===== src/rtl/core/gmg_pkg.sv =====
// Shared constants, widths, register codes and exp tables for the Gaussian
// model and gradient unit. No dependencies.
package gmg_pkg;

  localparam int COORD_BITS  = 12;
  localparam int FRAC_BITS   = 16;
  localparam int PARAM_COUNT = 6;

  localparam int DATA_W    = 32;
  localparam int SIG_W     = 31;
  localparam int MASK_W    = 6;
  localparam int CFG_IDX_W = 3;

  // Offset from centre, magnitude ratios and products
  localparam int DX_W   = ((COORD_BITS + FRAC_BITS > DATA_W - 1) ?
                           COORD_BITS + FRAC_BITS : DATA_W - 1) + 2;
  localparam int RAT_W  = FRAC_BITS + 4;
  localparam int RAT2_W = FRAC_BITS + 7;
  localparam int E_W    = FRAC_BITS + 1;
  localparam int M_W    = DATA_W + 6;
  localparam int NUM_W  = ((DX_W > M_W) ? DX_W : M_W) + FRAC_BITS;

  // Divider: quotient bits and pipeline depth
  localparam int QUO_W   = DATA_W + 1;
  localparam int DIV_LAT = QUO_W + 1;

  // exp(-a): Q30 tables
  localparam int P_W         = 31;
  localparam int EXP_INT_MAX = 20;
  localparam int EI_W        = 5;
  localparam int EXP_INT_N   = 1 << EI_W;

  localparam int PIPE_LAT = 2 + DIV_LAT + 3 + 1 + FRAC_BITS + 1 + 3 + DIV_LAT + 1;

  localparam logic [RAT_W-1:0]  RAT_EIGHT = RAT_W'(8) << FRAC_BITS;
  localparam logic [SIG_W-1:0]  SIG_RESET = SIG_W'(1) << FRAC_BITS;
  localparam logic [DATA_W-1:0] AMP_RESET = DATA_W'(64'd200 << FRAC_BITS);
  localparam logic [DATA_W-1:0] ONE_FIX   = DATA_W'(1) << FRAC_BITS;

  typedef enum logic [CFG_IDX_W-1:0] {
    REG_BASE_OFFSET = 3'd0,
    REG_AMPLITUDE   = 3'd1,
    REG_CENTER_X    = 3'd2,
    REG_CENTER_Y    = 3'd3,
    REG_WIDTH_X     = 3'd4,
    REG_WIDTH_Y     = 3'd5,
    REG_FIT_MASK    = 3'd6
  } cfg_reg_e;

  typedef logic [P_W-1:0] q30_t;
  typedef q30_t exp_int_tab_t [EXP_INT_N];
  typedef q30_t exp_frac_tab_t [FRAC_BITS+1];

  // exp(-2^-sh) in Q30 from a truncated alternating series in Q62
  function automatic q30_t exp_series(input int unsigned sh);
    logic [63:0] s;
    logic [63:0] term;
    s    = 64'd1 << 62;
    term = 64'd1 << 62;
    for (int unsigned k = 1; k <= 30; k++) begin
      term = (term >> sh) / 64'(k);
      if (k[0]) s = s - term;
      else      s = s + term;
    end
    return P_W'((s + (64'd1 << 31)) >> 32);
  endfunction

  function automatic exp_int_tab_t build_int_tab();
    exp_int_tab_t tab;
    logic [63:0]  acc;
    for (int i = 0; i < EXP_INT_N; i++) tab[i] = '0;
    tab[0] = P_W'(1) << 30;
    tab[1] = exp_series(0);
    for (int i = 2; i <= EXP_INT_MAX; i++) begin
      acc    = (64'(tab[i-1]) * 64'(tab[1]) + (64'd1 << 29)) >> 30;
      tab[i] = acc[P_W-1:0];
    end
    return tab;
  endfunction

  function automatic exp_frac_tab_t build_frac_tab();
    exp_frac_tab_t tab;
    tab[0] = P_W'(1) << 30;
    for (int i = 1; i <= FRAC_BITS; i++) tab[i] = exp_series(i);
    return tab;
  endfunction

  localparam exp_int_tab_t  EXP_INT_TAB  = build_int_tab();
  localparam exp_frac_tab_t EXP_FRAC_TAB = build_frac_tab();

endpackage


===== src/rtl/core/gmg_div.sv =====
// Pipelined restoring divider, one quotient bit per stage, with overflow flag.
// Depends on gmg_pkg for widths.
module gmg_div (
  input  logic                        clk_i,
  input  logic                        en_i,
  input  logic [gmg_pkg::NUM_W-1:0]   num_i,
  input  logic [gmg_pkg::SIG_W-1:0]   den_i,
  output logic [gmg_pkg::QUO_W-1:0]   quo_o,
  output logic                        ovf_o
);

  localparam int QW = gmg_pkg::QUO_W;
  localparam int SW = gmg_pkg::SIG_W;
  localparam int NW = gmg_pkg::NUM_W;

  logic [SW-1:0] rem_q [QW+1];
  logic [QW-1:0] low_q [QW+1];
  logic [QW-1:0] quo_q [QW+1];
  logic          ovf_q [QW+1];

  logic [NW-1:0] upper;
  logic          ovf_d;

  assign upper = num_i >> QW;
  assign ovf_d = upper >= NW'(den_i);

  always_ff @(posedge clk_i) begin
    if (en_i) begin
      rem_q[0] <= ovf_d ? '0 : upper[SW-1:0];
      low_q[0] <= num_i[QW-1:0];
      quo_q[0] <= '0;
      ovf_q[0] <= ovf_d;
    end
  end

  for (genvar k = 1; k <= QW; k++) begin : g_stage
    logic [SW:0] trial;
    logic [SW:0] diff;
    logic        ge;
    assign trial = {rem_q[k-1], low_q[k-1][QW-1]};
    assign diff  = trial - {1'b0, den_i};
    assign ge    = trial >= {1'b0, den_i};
    always_ff @(posedge clk_i) begin
      if (en_i) begin
        rem_q[k] <= ge ? diff[SW-1:0] : trial[SW-1:0];
        low_q[k] <= low_q[k-1] << 1;
        quo_q[k] <= {quo_q[k-1][QW-2:0], ge};
        ovf_q[k] <= ovf_q[k-1];
      end
    end
  end

  assign quo_o = quo_q[QW];
  assign ovf_o = ovf_q[QW];

endmodule


===== config.mk =====
export PLATFORM = sky130hd
export DESIGN_NAME = gmg_div
export DESIGN_NICKNAME = d
export VERILOG_FILES = /design/src/rtl/core/gmg_pkg.sv /design/src/rtl/core/gmg_div.sv
export SDC_FILE = /design/constraint.sdc
export NUM_CORES = 2
export LEC_CHECK = 0
export ABC_CLOCK_PERIOD_IN_PS = 7250
export BUFFER_PORTS_ARGS = -buffer_cell sky130_fd_sc_hd__buf_2
export CAP_MARGIN = 10
export CORE_MARGIN = 10
export CORE_UTILIZATION = 60
export DETAILED_ROUTE_END_ITERATION = 6
export MAX_ROUTING_LAYER = met4
export PLACE_DENSITY = 0.77
export SYNTH_ARGS = -nofsm -noshare
export SYNTH_HDL_FRONTEND = slang
export SYNTH_SLANG_ARGS = --single-unit

===== constraint.sdc =====
create_clock -name clk_i -period 7.25 [get_ports clk_i]
set_input_delay 1.0875 -clock clk_i [delete_from_list [all_inputs] [get_ports clk_i]]
set_output_delay 1.0875 -clock clk_i [all_outputs]
set_load 0.005 [all_outputs]

# Yosys cells after proc, flatten, opt, wreduce, memory -nomap -nowiden
# Memory sizes are Yosys's and may differ from the RTL's.
# Index checks and enable logic that the tools add are counted.
# op_classes
add_sub_neg	33
magnitude_cmp	34
mux	36
# op_table
cell	count
32-bit by 31-bit greater-or-equal comparator with 1-bit output	33
31-bit 2-to-1 mux	33
31-bit subtractor	33
21-bit by 31-bit greater-or-equal comparator with 1-bit output	1
21-bit 2-to-1 mux	1
1-bit 2-to-1 mux	2
# word_totals
ff_bits	0
ramBits	3332
elab_cells	107
n_memories	4
# mem_list
name	depth	word_bits	read_ports	rd_clocked_by_memory_dff	wr	line	source
low_q	34	33	33	0	34	gmg_div.sv:17	logic [QW-1:0] low_q [QW+1];
quo_q	34	33	34	0	34	gmg_div.sv:18	logic [QW-1:0] quo_q [QW+1];
rem_q	34	31	33	0	34	gmg_div.sv:16	logic [SW-1:0] rem_q [QW+1];
ovf_q	34	1	34	0	34	gmg_div.sv:19	logic ovf_q [QW+1];

# Longest topological paths before layout
# An unclocked memory read counts as a cell.
# logic_depth
depth_word	3
ltp_mapped	17
mapped_depth_nobuf	15

# Worst setup path after synthesis
# OpenSTA, ideal clock, no wires.
# synth_path
kind	input port to flip-flop
startpoint	in den_i[2] in the netlist's numbering
endpoint	mem rem_q[26][21] in the netlist's numbering (data pin)
arrival_time_ns	4.499
required_time_ns	6.990
slack_ns	2.491
cell_stages	13
path_cell_list	inv_1 > ha_1 > nor2b_1 > o31a_1 > o311ai_2 > a211oi_1 > o31ai_2 > nand2_1 > a21boi_1 > o31ai_1 > a211oi_2 > buf_2 > mux2_2
# synth_lines
element	line	source
start, declared	gmg_div.sv:7	input logic [gmg_pkg::SIG_W-1:0] den_i,
end, declared	gmg_div.sv:16	

==> out/metrics.cfg <==
[worst_setup_path]
crit-reg2reg-launch=low_q[13][32]
arrival_ns=5.66
crit_chain=buf_2 -> buf_12 -> ha_1 -> fa_1 -> nor2b_1 -> o21ai_0 -> a21boi_1 -> o31ai_1 -> a211oi_1 -> or3_1 -> a21oi_1 -> o41ai_1 -> a31oi_4 -> buf_4 -> o21ai_0
cpMaxStageDelayCell=buf_2
crit_buf_inv=3
critPathLaunch=den_i[0]
crit_path_max_fanout=35
worstSetupPathType=in2reg
crit_path_end_kind=flip-flop
crit_top_cell=o21ai_0
start_kind=primary input
worstPathRequired_ns=7.85
cp_slowest_stage_delay_ns=0.66
crit_family=compound AO/OA/AOI/OAI gates

[synthesis]
async_flop_share_pct=0
synthesis.nets=11900
yosysWarnings=0
yosysUniqueCellTypes=91
synthFlopType=edfxtp_1
synth-seq-cells=2169
postSynthCellCount=10800
ys_seq_area_share_pct=52.8
synth_edf_count=2169
avgSynthCellArea_sq_um=11.5
syn_area_sq_um=123000

[sta]
skew_ns=0.0584
rsz0062_at_grt=false
tns_ns=0
slew_headroom_pct=18.0
maxSlewViolCount=0
setup_viol=0
finalHoldViolCount=0
min_period_ns=5.06
period_share_pct=69.7
worst_pin_slew_ns=1.23
clock.fmax_mhz=198

[place]
io_buffer_count=120
hpwl_microns=225000
place_congestion=0.971
dp.cells=13500

[pwr]
p_leak_uw=0.0534
p_sw_uw=24500
p_int_uw=38500
ir_worst_vdd_uv=331
p_per_area_nw_per_um2=464
clkPwrFrac_pct=19.0
power_frac_comb_pct=46.7
seq_power_share_pct=34.3
sw_frac_of_total_pct=38.9

[status]
outcome=finished, final reports clean

[cts]
cts_buffers=224
cts_resized=0
cts_setup_buffers=0
cts_buffer_depth=3
ctsRootBufferMaster=clkbuf_16
insertion_delay_ns=0.90
clkTransAtPathRegs_ns=0.06
cts_sinks=2169
holdBufCountCts=0
htreeDepth=4
cts_tree=built

[grt]
grt_max_degree=192
grt_pass1_wl_microns=488000
grtUsageTotal_pct=28.6
antenna_found_initial=13
grt_overflow_total=0
grt_pass1_vias=84600

[finish]
synthToLayoutAreaGrowth_pct=9.96
layout-drive-gt1-share_pct=8.95
final_common_cell=edfxtp_1
nNetsFinal=12200
most-common-layout-cells=2169 x edfxtp_1, 1035 x ha_1, 992 x a21oi_1
final_util_pct=66.4
instances_no_fill=13900

[floorplanning]
die_height_microns=474
dieArea_sq_um=224000
start_util_pct=60.4
row_count=166
die_w_microns=474
core_area_sq_um=205000
ioPinCount=121

[routing]
drtIter0Drc=8432
routedWlPerCell_microns=23.0
vias=87800
routed_wl_microns=320000
first_pass_iters=6
via_per_inst=6.31
route.detailed.drc=0
ant_nets=0

[job]
maxCapViolations=0

[worst_hold_path]
hp-start=num_i[14]
min_path_type=in2reg

power groups by stage:
stage	Sequential [uW]	Clock (uW)	Combinational [uW]
after global placement	21800	0	28000
after floorplan	20300	0	22500
after global routing	21800	12700	32700
final	21600	12000	29400
after CTS	21600	12200	29100
after detailed placement	21800	0	28700
final cells by class:
cell class	count	area (sq um)
Antenna cell	6	15.0
Clock inverter	166	2030
Multi-Input combinational cell	8030	56300
Tap cell	2688	3360
Sequential cell	2169	65100
Timing Repair Buffer	259	1950
Inverter	329	1240
Clock buffer	253	5710
Fill cell	15100	68800
logic make-up after synthesis:
kind of cell | Yosys count | share of synthesized area, %
AOI/OAI and AO/OA | 3230 | 16.1
and+or+nand+nor | 2617 | 9.89
DFF | 2169 | 52.8
adders and majority gates | 1067 | 11.0
xor gates and xnor gates | 829 | 5.88
buffers and inverters | 562 | 1.76
muxes | 287 | 2.59
through the flow:
stage	power [uW]	area, sq um	hold slack [ns]	worst slack (ns)
floorplan	42800	123000	0.400	2.49
global placement	49800	128000	0.400	1.47
detailed placement	50500	128000	0.405	1.34
CTS	62900	136000	0.284	2.30
global route	67200	136000	0.304	1.90
finish	63100	136000	0.356	2.19
state kept, by name, indices dropped and copies added, names as in the netlist:
signal,flops
quo_q,561
rem_q,1013
ovf_q,34
low_q,561
worst paths after layout:
check | end | slack [ns] | depth (start not counted)
max | rem_q[14][5] | 2.19 | 15
max reg2reg | rem_q[14][5] | 2.80 | 14
min reg2reg | quo_q[27][5] | 0.39 | 0
min | low_q[0][14] | 0.36 | 1
metal layers:
metal | vias to the layer above | wire, microns | track usage (%) | part of all wire, %
li1 | 41300 | - | - | -
met1 | 42300 | 131000 | 36.4 | 41
met4 | 0 | 17500 | 13.5 | 5.5
met5 | - | 0 | - | 0
met2 | 3368 | 150000 | 45.7 | 47
met3 | 819 | 21000 | 3.69 | 6.6
cell usage after synthesis (all sizes together) (153+ instances only):
| master | n | area share [%] |
|---|---|---|
| ha | 1035 | 10 |
| xnor2 | 479 | 3.4 |
| xor2 | 350 | 2.5 |
| a21oi | 993 | 4.0 |
| nand2 | 895 | 2.7 |
| a21o | 494 | 3.0 |
| mux2 | 264 | 2.4 |
| nand4 | 153 | 0.78 |
| nand3 | 166 | 0.67 |
| inv | 329 | 1.0 |
| edfxtp | 2169 | 53 |
| nor2 | 691 | 2.1 |
| clkbuf | 177 | 0.54 |
| o21ai | 900 | 3.6 |
Note: power is estimated with default switching activity, not from simulation.
